<file path="config.mk">
export PLATFORM = sky130hd
export DESIGN_NAME = flow_pulse_window_rate_unit_flat
export DESIGN_NICKNAME = d
export VERILOG_FILES = /design/src/sv/fpwr_pkg.sv /design/src/sv/fpwr_in_if.sv /design/src/sv/fpwr_out_if.sv /design/src/sv/fpwr_cell.sv /design/src/sv/fpwr_window.sv /design/src/sv/flow_pulse_window_rate_unit.sv /design/src/flat_wrapper.sv
export VERILOG_INCLUDE_DIRS = /design/src /design/src/sv
export SDC_FILE = /design/constraint.sdc
export NUM_CORES = 1
export LEC_CHECK = 0
export BUFFER_PORTS_ARGS = -buffer_cell sky130_fd_sc_hd__buf_2
export CORE_MARGIN = 2
export CORE_UTILIZATION = 55
export DETAILED_ROUTE_END_ITERATION = 7
export HOLD_SLACK_MARGIN = 0.12
export PLACE_DENSITY = 0.7
export SLEW_MARGIN = 20
export SYNTH_ARGS = -nofsm -noshare
export SYNTH_HDL_FRONTEND = slang
export SYNTH_SLANG_ARGS = --single-unit
</file>
<file path="constraint.sdc">
create_clock -name clk -period 9.1 [get_ports clk]
set_clock_uncertainty 0.05 [all_clocks]
set_input_delay 0.91 -clock clk [delete_from_list [all_inputs] [get_ports clk]]
set_output_delay 0.91 -clock clk [all_outputs]
set_load 0.05 [all_outputs]
</file>
<file path="src/sv/flow_pulse_window_rate_unit_defines.svh">
// Assertion macros shared by the flow pulse window rate RTL.
// Each macro expects clk and rst_n in scope.
`ifndef FLOW_PULSE_WINDOW_RATE_UNIT_DEFINES_SVH
`define FLOW_PULSE_WINDOW_RATE_UNIT_DEFINES_SVH

`ifndef NO_ASSERTIONS

`define FPWR_ASSERT_NOW(label, expr) \
  label: assert property (@(posedge clk) disable iff (!rst_n) (expr)) \
    else $error("assertion failed");

`define FPWR_ASSERT_NEXT(label, ante, cons) \
  label: assert property (@(posedge clk) disable iff (!rst_n) (ante) |=> (cons)) \
    else $error("assertion failed");

`else

`define FPWR_ASSERT_NOW(label, expr)

`define FPWR_ASSERT_NEXT(label, ante, cons)

`endif

`endif

</file>
<file path="src/sv/fpwr_pkg.sv">
`default_nettype none
package fpwr_pkg;

  localparam int WINDOW_SLOTS = 10;
  localparam int HIST_DEPTH   = WINDOW_SLOTS - 1;
  localparam int HSUM_W       = $clog2(HIST_DEPTH * 255 + 1);
  localparam int SUM_W        = $clog2(WINDOW_SLOTS * 255 + 1);

  localparam int OP_W     = 2;
  localparam int FILL_W   = 16;
  localparam int CNT_W    = 8;
  localparam int RATE_W   = 5;
  localparam int HOT_W    = 11;

  typedef enum logic [OP_W-1:0] {
    OP_PULSE = 2'd0,
    OP_TICK  = 2'd1,
    OP_LOAD  = 2'd2
  } op_t;

  typedef struct packed {
    logic pulse;
    logic tick;
  } fpwr_win_ctl_t;

  localparam logic [CNT_W-1:0] HZ_MIN   = 8'd5;
  localparam logic [CNT_W-1:0] HZ_LOW   = 8'd10;
  localparam logic [CNT_W-1:0] HZ_MID   = 8'd16;
  localparam logic [CNT_W-1:0] HZ_HIGH  = 8'd40;
  localparam logic [CNT_W-1:0] HZ_TOP   = 8'd118;
  localparam logic [CNT_W-1:0] CNT_MAX  = 8'd255;

  localparam logic [RATE_W-1:0] RATE_MAX = 5'd20;
  localparam logic [HOT_W-1:0]  HOT_MAX  = 11'd2000;

  typedef logic [HOT_W-1:0] hot_tab_t [24];
  localparam hot_tab_t HOT_MID_TAB = '{
    11'd300, 11'd320, 11'd340, 11'd360, 11'd380, 11'd390,
    11'd400, 11'd420, 11'd440, 11'd460, 11'd480, 11'd490,
    11'd500, 11'd520, 11'd540, 11'd560, 11'd580, 11'd590,
    11'd600, 11'd620, 11'd640, 11'd660, 11'd680, 11'd690
  };

  // x/6 for x < 128 via *43 >> 8
  function automatic logic [4:0] div6(input logic [6:0] x);
    logic [12:0] p;
    p = {6'd0, x} * 13'd43;
    return p[12:8];
  endfunction

  function automatic logic [RATE_W-1:0] rate_tenths(input logic [CNT_W-1:0] hz);
    logic [CNT_W-1:0] d;
    d = hz - HZ_LOW;
    if (hz < HZ_MIN)       return '0;
    else if (hz < HZ_LOW)  return 5'd1;
    else if (hz >= HZ_TOP) return RATE_MAX;
    else                   return 5'd2 + div6(d[6:0]);
  endfunction

  function automatic logic [HOT_W-1:0] hot_rate(input logic [CNT_W-1:0] hz);
    logic [CNT_W-1:0] dm;
    logic [CNT_W-1:0] dh;
    dm = hz - HZ_MID;
    dh = hz - HZ_HIGH;
    if (hz < HZ_MIN)       return 11'd0;
    else if (hz < HZ_LOW)  return 11'd100;
    else if (hz < HZ_MID)  return 11'd200;
    else if (hz < HZ_HIGH) return HOT_MID_TAB[dm[4:0]];
    else if (hz >= HZ_TOP) return HOT_MAX;
    else                   return 11'd700 + 11'(div6(dh[6:0])) * 11'd100;
  endfunction

endpackage
`default_nettype wire

</file>
<file path="src/sv/fpwr_in_if.sv">
`default_nettype none
interface fpwr_in_if;
  import fpwr_pkg::*;

  logic              valid;
  logic              ready;
  logic [OP_W-1:0]   operation;
  logic [FILL_W-1:0] fill_value;
  logic              tray_filling_active;
  logic              hot_dispensing;
  logic              tray_pump_on;

  modport source (
    output valid, operation, fill_value, tray_filling_active, hot_dispensing,
           tray_pump_on,
    input  ready
  );

  modport sink (
    input  valid, operation, fill_value, tray_filling_active, hot_dispensing,
           tray_pump_on,
    output ready
  );
endinterface
`default_nettype wire

</file>
<file path="src/sv/fpwr_out_if.sv">
`default_nettype none
interface fpwr_out_if;
  import fpwr_pkg::*;

  logic              valid;
  logic              ready;
  logic [CNT_W-1:0]  pulses_per_second;
  logic [RATE_W-1:0] flow_tenths_lpm;
  logic [HOT_W-1:0]  hot_flow_value;
  logic [FILL_W-1:0] fill_remaining;

  modport source (
    output valid, pulses_per_second, flow_tenths_lpm, hot_flow_value, fill_remaining,
    input  ready
  );

  modport sink (
    input  valid, pulses_per_second, flow_tenths_lpm, hot_flow_value, fill_remaining,
    output ready
  );
endinterface
`default_nettype wire

</file>
<file path="src/sv/fpwr_cell.sv">
`default_nettype none
module fpwr_cell (
  input  wire                        clk,
  input  wire                        rst_n,
  input  wire                        shift_en,
  input  wire  [fpwr_pkg::CNT_W-1:0] d,
  output logic [fpwr_pkg::CNT_W-1:0] q
);
  import fpwr_pkg::*;

  logic [CNT_W-1:0] slot_r;
  logic [CNT_W-1:0] slot_nxt;

  always_comb begin
    slot_nxt = shift_en ? d : slot_r;
  end

  always_ff @(posedge clk) begin
    if (!rst_n) begin
      slot_r <= '0;
    end else begin
      slot_r <= slot_nxt;
    end
  end

  assign q = slot_r;
endmodule
`default_nettype wire

</file>
<file path="src/sv/fpwr_window.sv">
`default_nettype none
`include "flow_pulse_window_rate_unit_defines.svh"
module fpwr_window (
  input  wire                          clk,
  input  wire                          rst_n,
  input  fpwr_pkg::fpwr_win_ctl_t      ctl,
  output logic [fpwr_pkg::CNT_W-1:0]   sum_nxt
);
  import fpwr_pkg::*;

  logic [CNT_W-1:0]  slot_cnt_r;
  logic [CNT_W-1:0]  slot_cnt_nxt;
  logic [HSUM_W-1:0] hist_sum_r;
  logic [HSUM_W-1:0] hist_sum_nxt;
  logic [CNT_W-1:0]  last_sum_r;
  logic [SUM_W-1:0]  win_sum;
  logic [SUM_W-1:0]  hist_upd;
  logic [CNT_W-1:0]  tap [HIST_DEPTH];

  // newest slot enters cell 0, oldest drops out of the last cell
  for (genvar i = 0; i < HIST_DEPTH; i++) begin : g_cell
    if (i == 0) begin : g_head
      fpwr_cell u_cell (
        .clk      (clk),
        .rst_n    (rst_n),
        .shift_en (ctl.tick),
        .d        (slot_cnt_r),
        .q        (tap[i])
      );
    end else begin : g_body
      fpwr_cell u_cell (
        .clk      (clk),
        .rst_n    (rst_n),
        .shift_en (ctl.tick),
        .d        (tap[i-1]),
        .q        (tap[i])
      );
    end
  end

  // running exact sum of the history cells
  always_comb begin
    win_sum  = SUM_W'(hist_sum_r) + SUM_W'(slot_cnt_r);
    hist_upd = win_sum - SUM_W'(tap[HIST_DEPTH-1]);

    slot_cnt_nxt = slot_cnt_r;
    hist_sum_nxt = hist_sum_r;
    sum_nxt      = last_sum_r;
    if (ctl.tick) begin
      slot_cnt_nxt = '0;
      hist_sum_nxt = hist_upd[HSUM_W-1:0];
      sum_nxt      = (win_sum > SUM_W'(CNT_MAX)) ? CNT_MAX : win_sum[CNT_W-1:0];
    end else if (ctl.pulse && slot_cnt_r != CNT_MAX) begin
      slot_cnt_nxt = slot_cnt_r + 8'd1;
    end
  end

  always_ff @(posedge clk) begin
    if (!rst_n) begin
      slot_cnt_r <= '0;
      hist_sum_r <= '0;
      last_sum_r <= '0;
    end else begin
      slot_cnt_r <= slot_cnt_nxt;
      hist_sum_r <= hist_sum_nxt;
      last_sum_r <= sum_nxt;
    end
  end

  `FPWR_ASSERT_NEXT(a_tick_clears_slot, ctl.tick, slot_cnt_r == '0)
  `FPWR_ASSERT_NEXT(a_sum_held_off_tick, rst_n && !ctl.tick, $stable(last_sum_r))
  `FPWR_ASSERT_NEXT(a_slot_saturates, ctl.pulse && slot_cnt_r == CNT_MAX,
                    slot_cnt_r == CNT_MAX)
  `FPWR_ASSERT_NOW(a_hist_sum_bound, hist_sum_r <= HSUM_W'(HIST_DEPTH * 255))
endmodule
`default_nettype wire

</file>
<file path="src/sv/flow_pulse_window_rate_unit.sv">
`default_nettype none
`include "flow_pulse_window_rate_unit_defines.svh"
// Flow-meter front end. Every beat accepted on in_ch (pulse, window tick,
// budget load or spare code) gives exactly one beat on out_ch, via the
// stage-one and output registers; one beat is accepted per cycle back to
// back while the output is not stalled. The history of closed slots lives
// in a chain of shift cells with a running sum beside it, so a tick costs
// a single add and subtract. The second stage maps the saturated window
// sum through the two flow tables into the output register. in_ch.ready
// falls only when both stages hold beats the sink has not taken.
module flow_pulse_window_rate_unit (
  input  wire        clk,
  input  wire        rst_n,
  fpwr_in_if.sink    in_ch,
  fpwr_out_if.source out_ch
);
  import fpwr_pkg::*;

  logic              fire;
  logic              s1_adv;
  logic              s2_adv;
  fpwr_win_ctl_t     win_ctl;
  logic [CNT_W-1:0]  sum_nxt;

  logic [FILL_W-1:0] budget_r;
  logic [FILL_W-1:0] budget_nxt;

  logic              s1_valid_r;
  logic              s1_valid_nxt;
  logic [CNT_W-1:0]  s1_sum_r;
  logic [FILL_W-1:0] s1_fill_r;

  logic              out_valid_r;
  logic              out_valid_nxt;
  logic [CNT_W-1:0]  out_pps_r;
  logic [RATE_W-1:0] out_rate_r;
  logic [HOT_W-1:0]  out_hot_r;
  logic [FILL_W-1:0] out_fill_r;

  assign s2_adv      = !out_valid_r || out_ch.ready;
  assign s1_adv      = !s1_valid_r || s2_adv;
  assign in_ch.ready = s1_adv;
  assign fire        = in_ch.valid && s1_adv;

  assign win_ctl.pulse = fire && (in_ch.operation == OP_PULSE);
  assign win_ctl.tick  = fire && (in_ch.operation == OP_TICK);

  fpwr_window u_window (
    .clk     (clk),
    .rst_n   (rst_n),
    .ctl     (win_ctl),
    .sum_nxt (sum_nxt)
  );

  always_comb begin
    budget_nxt = budget_r;
    if (fire) begin
      case (in_ch.operation)
        OP_PULSE: begin
          if (in_ch.tray_filling_active && !in_ch.hot_dispensing &&
              in_ch.tray_pump_on && budget_r != '0) begin
            budget_nxt = budget_r - 16'd1;
          end
        end
        OP_LOAD:  budget_nxt = in_ch.fill_value;
        default:  budget_nxt = budget_r;
      endcase
    end
  end

  always_comb begin
    s1_valid_nxt  = s1_adv ? fire : s1_valid_r;
    out_valid_nxt = s2_adv ? s1_valid_r : out_valid_r;
  end

  always_ff @(posedge clk) begin
    if (!rst_n) begin
      budget_r    <= '0;
      s1_valid_r  <= 1'b0;
      out_valid_r <= 1'b0;
    end else begin
      budget_r    <= budget_nxt;
      s1_valid_r  <= s1_valid_nxt;
      out_valid_r <= out_valid_nxt;
    end
  end

  // payload stages, no reset
  always_ff @(posedge clk) begin
    if (fire) begin
      s1_sum_r  <= sum_nxt;
      s1_fill_r <= budget_nxt;
    end
    if (s2_adv && s1_valid_r) begin
      out_pps_r  <= s1_sum_r;
      out_rate_r <= rate_tenths(s1_sum_r);
      out_hot_r  <= hot_rate(s1_sum_r);
      out_fill_r <= s1_fill_r;
    end
  end

  assign out_ch.valid             = out_valid_r;
  assign out_ch.pulses_per_second = out_pps_r;
  assign out_ch.flow_tenths_lpm   = out_rate_r;
  assign out_ch.hot_flow_value    = out_hot_r;
  assign out_ch.fill_remaining    = out_fill_r;

  `FPWR_ASSERT_NEXT(a_budget_no_rise, rst_n && !(fire && in_ch.operation == OP_LOAD),
                    budget_r <= $past(budget_r))
  `FPWR_ASSERT_NEXT(a_budget_step, rst_n && !(fire && in_ch.operation == OP_LOAD),
                    ($past(budget_r) - budget_r) <= 16'd1)
  `FPWR_ASSERT_NEXT(a_s1_holds, rst_n && s1_valid_r && !s2_adv,
                    s1_valid_r && $stable(s1_sum_r) && $stable(s1_fill_r))
endmodule
`default_nettype wire

</file>
<file path="src/flat_wrapper.sv">
// flat-port wrapper written by rule: the top's interface ports become plain ports
module flow_pulse_window_rate_unit_flat import fpwr_pkg::*;
  (clk, rst_n, in_ch_valid, in_ch_operation, in_ch_fill_value, in_ch_tray_filling_active, in_ch_hot_dispensing, in_ch_tray_pump_on, in_ch_ready, out_ch_valid, out_ch_pulses_per_second, out_ch_flow_tenths_lpm, out_ch_hot_flow_value, out_ch_fill_remaining, out_ch_ready);
  fpwr_in_if in_ch_i ();
  fpwr_out_if out_ch_i ();
  input  wire clk;
  input  wire rst_n;
  input wire logic [$bits(in_ch_i.valid)-1:0] in_ch_valid;
  input wire logic [$bits(in_ch_i.operation)-1:0] in_ch_operation;
  input wire logic [$bits(in_ch_i.fill_value)-1:0] in_ch_fill_value;
  input wire logic [$bits(in_ch_i.tray_filling_active)-1:0] in_ch_tray_filling_active;
  input wire logic [$bits(in_ch_i.hot_dispensing)-1:0] in_ch_hot_dispensing;
  input wire logic [$bits(in_ch_i.tray_pump_on)-1:0] in_ch_tray_pump_on;
  output wire logic [$bits(in_ch_i.ready)-1:0] in_ch_ready;
  output wire logic [$bits(out_ch_i.valid)-1:0] out_ch_valid;
  output wire logic [$bits(out_ch_i.pulses_per_second)-1:0] out_ch_pulses_per_second;
  output wire logic [$bits(out_ch_i.flow_tenths_lpm)-1:0] out_ch_flow_tenths_lpm;
  output wire logic [$bits(out_ch_i.hot_flow_value)-1:0] out_ch_hot_flow_value;
  output wire logic [$bits(out_ch_i.fill_remaining)-1:0] out_ch_fill_remaining;
  input wire logic [$bits(out_ch_i.ready)-1:0] out_ch_ready;
  assign in_ch_i.valid = in_ch_valid;
  assign in_ch_i.operation = in_ch_operation;
  assign in_ch_i.fill_value = in_ch_fill_value;
  assign in_ch_i.tray_filling_active = in_ch_tray_filling_active;
  assign in_ch_i.hot_dispensing = in_ch_hot_dispensing;
  assign in_ch_i.tray_pump_on = in_ch_tray_pump_on;
  assign in_ch_ready = in_ch_i.ready;
  assign out_ch_valid = out_ch_i.valid;
  assign out_ch_pulses_per_second = out_ch_i.pulses_per_second;
  assign out_ch_flow_tenths_lpm = out_ch_i.flow_tenths_lpm;
  assign out_ch_hot_flow_value = out_ch_i.hot_flow_value;
  assign out_ch_fill_remaining = out_ch_i.fill_remaining;
  assign out_ch_i.ready = out_ch_ready;
  flow_pulse_window_rate_unit u_core (.clk(clk), .rst_n(rst_n), .in_ch(in_ch_i), .out_ch(out_ch_i));
endmodule
</file>
==> flow_metrics.py <==
metrics = {
    "outcome": {
        "status": "finished, final reports clean",
    },
    "floorplan": {
        "fp.dieH_um": 143,
        "pin_count": 67,
        "fp-row-count": 50,
        "start_util_pct": 56.3,
        "dieArea_sq_um": 20400,
        "core-area_sq_um": 18800,
        "die_w_um": 143,
    },
    "global_route": {
        "grt_pass1_wl_um": 34400,
        "overflow": 0,
        "grt_usage_pct": 20.7,
        "antenna_found_initial": 0,
        "grt_max_degree": 103,
        "grt_pass1_vias": 7348,
    },
    "synthesis": {
        "synth_area_sq_um": 10600,
        "ys_seq_area_share_pct": 40.2,
        "ys_types": 82,
        "yosys_most_used_dff": "dfxtp_1",
        "async_flop_share_pct": 0,
        "synth_edf_count": 63,
        "synth_top_area_share_pct": 22.3,
        "synth.area.top_cells": "dfxtp_1 (22%), edfxtp_1 (18%), ha_1 (12%)",
        "syn_inst": 1127,
        "synth-seq-cells": 181,
        "syn_nets": 1269,
        "syn_area_per_cell_sq_um": 9.38,
        "synth_top_cell_by_area": "dfxtp_1",
        "ys_warn_count": 0,
    },
    "setup_path": {
        "critPathMaxFanout": 23,
        "start_kind": "register",
        "crit_arrival_ns": 7.27,
        "cp-end-kind": "register",
        "crit_required_ns": 9.30,
        "crit_type": "register to register",
    },
    "clock_network": {
        "clk_latency_ns": 0.43,
        "cts_hold_buf": 0,
        "cts_tree": "done",
        "cts.path.max_buffers": 2,
        "cts_made_buffers": 17,
        "cts.sinks": 181,
        "post-cts-setup-buffers": 0,
        "clk_pin_slew_worst_paths_ns": 0.07,
        "htreeDepth": 4,
        "clockRootBuffer": "clkbuf_16",
        "ctsResizeCount": 0,
    },
    "final_layout": {
        "final_common_cell": "nand2_1",
        "area_growth_pct": 9.83,
        "multi_input_area_sq_um": 5820,
        "layoutNonFillerInstCount": 1411,
        "fillers": 1600,
        "drive_gt1_share_pct": 11.2,
        "diodes": 0,
        "final_cell_mix": "nand2_1 (190), dfxtp_1 (118), ha_1 (102)",
        "fin_area_sq_um": 11600,
        "regArea_sq_um": 4250,
        "layout.nets": 1306,
    },
    "drt": {
        "post_drt_wl_per_cell_um": 14.3,
        "drc": 0,
        "vias": 7805,
        "viasPerCell": 5.53,
        "firstDrtPassIters": 5,
        "drtAntennaViolNets": 0,
        "routed_wl_um": 20100,
        "drtIter0Drc": 511,
    },
    "placed_design": {
        "dpl.cell_count": 1378,
        "placed_area_sq_um": 11000,
        "dp_hpwl_um": 14200,
        "place_congestion": 0.843,
        "place.port_buffers": 65,
    },
    "sta": {
        "slew_headroom_pct": 43.2,
        "fin_crit_sh_pct": 77.8,
        "rsz0062_at_grt": "no",
        "hold_viol_final": 0,
        "finalSetupViolations": 0,
        "period_minus_slack_ns": 7.08,
        "worst_pin_slew_ns": 0.852,
        "final.setup.tns_ns": 0,
        "fmax_mhz": 141,
        "slew_viol_final": 0,
    },
    "min_path": {
        "hp-class": "register to register",
    },
    "power_and_ir_drop": {
        "p_sw_mw": 1.45,
        "power.density_nw_per_um2": 309,
        "p_seq_share_pct": 26.8,
        "power_leakage_nw": 4.71,
        "p_int_mw": 2.13,
        "total_power_mw": 3.58,
        "clkPwrFrac_pct": 19.1,
        "power.share.switching_pct": 40.5,
        "ir_drop_mv": 0.362,
        "comb_power_share_pct": 54.1,
    },
    "flow_run": {
        "drv_cap": 0,
    },
}
sequential cells by signal, indices dropped and copies added (netlist names), 8 cells and up:
register	flops
u_core.budget_r	16
u_core.out_ch.fill_remaining	16
u_core.out_ch.hot_flow_value	10
u_core.out_ch.pulses_per_second	8
u_core.s1_fill_r	16
u_core.s1_sum_r	8
u_core.u_window.g_cell.g_body.u_cell.q	64
u_core.u_window.g_cell.g_head.u_cell.q	8
u_core.u_window.hist_sum_r	12
u_core.u_window.last_sum_r	8
u_core.u_window.slot_cnt_r	8
Yosys cell counts (3+ instances only):
library cell	instances
nand3b_1	5
and2_1	20
nand2_1	190
o21ai_1	8
inv_1	85
o211ai_1	8
o221a_2	8
fa_1	15
a211oi_1	11
buf_1	4
o22a_1	8
and4_1	3
o21ai_0	27
xnor2_1	34
o22ai_1	12
nand3_1	22
o2111ai_1	3
o21a_1	8
dfxtp_1	118
o21bai_1	4
nor2_1	46
nor3_1	12
buf_2	3
edfxtp_1	63
and3_1	8
ha_1	102
nor2b_1	10
a31oi_1	6
a21o_1	10
a21boi_0	78
a22oi_1	7
a21oi_1	39
mux2i_1	13
clkbuf_1	45
nand2b_1	8
nand4_1	7
xor2_1	18
nor4_1	5
power groups by stage:
stage | clock, mW | sequential (mW) | combinational, mW
final | 0.683 | 0.962 | 1.94
after global routing | 0.732 | 0.968 | 2.22
after CTS | 0.700 | 0.962 | 1.96
after detailed placement | 0 | 0.980 | 1.94
after global placement | 0 | 0.979 | 1.90
after floorplan | 0 | 1.08 | 1.49
worst max-delay path, cell delays in order (launching register included):
cell,delay [ns]
edfxtp_1,0.82
inv_1,0.29
ha_1,0.32
xnor2_1,0.36
ha_1,0.31
inv_1,0.07
fa_1,0.44
fa_1,0.55
inv_1,0.04
ha_1,0.19
or3_1,0.30
o221ai_1,0.33
and2_1,0.28
nor2_1,0.06
nor2_1,0.11
xnor2_1,0.20
ha_1,0.30
ha_1,0.28
ha_1,0.16
inv_1,0.06
fa_1,0.55
nand2_1,0.07
o32ai_1,0.27
a311oi_1,0.10
xor2_1,0.15
a221oi_1,0.23
per-stage QoR:
step	hold WS, ns	util, %	setup slack [ns]
final	0.369	61.9	2.02
after global routing	0.380	61.9	1.50
after CTS	0.371	61.8	2.06
after detailed placement	0.355	58.9	2.09
after global placement	0.352	58.9	2.27
after floorplan	0.350	-	2.49
routing by layer:
metal  vias up  track usage (%)  share of wire [%]
met4         0             5.99                1.5
li1       4010                -                  -
met5         -                0                  0
met2       122             33.7                 46
met3        25             3.79                3.1
met1      3648             28.3                 49
final cells by class:
| type | count | area share (%) |
|---|---|---|
| timing repair buffer | 71 | 3.30 |
| inverter | 86 | 2.78 |
| clock buffer | 18 | 3.70 |
| sequential | 181 | 36.6 |
| tap | 234 | 2.52 |
| multi-input combinational | 807 | 50.1 |
| clock inverter | 14 | 1.00 |
worst paths after layout:
kind                            cells after the start                              end                start  slack [ns]
worst max-delay path                               25  u_core.out_ch.hot_flow_value[9]   u_core.s1_sum_r[3]        2.02
worst min-delay path                                0  u_core.out_ch.fill_remaining[2]  u_core.s1_fill_r[2]        0.37
worst max register to register                     25  u_core.out_ch.hot_flow_value[9]   u_core.s1_sum_r[3]        2.02
worst min register to register                      0  u_core.out_ch.fill_remaining[2]  u_core.s1_fill_r[2]        0.37
kinds of logic after synthesis:
logic type,share of synthesized area [%]
adder cells (fa/ha/maj),14.9
flip-flops,40.2
AND/OR/NAND/NOR,16.0
other,0.0355
AO/OA/AOI/OAI,17.9
multiplexers,1.34
XOR/XNOR,4.53
buffers and inverters,5.01
No activity file was read; power rests on OpenSTA's default activity.
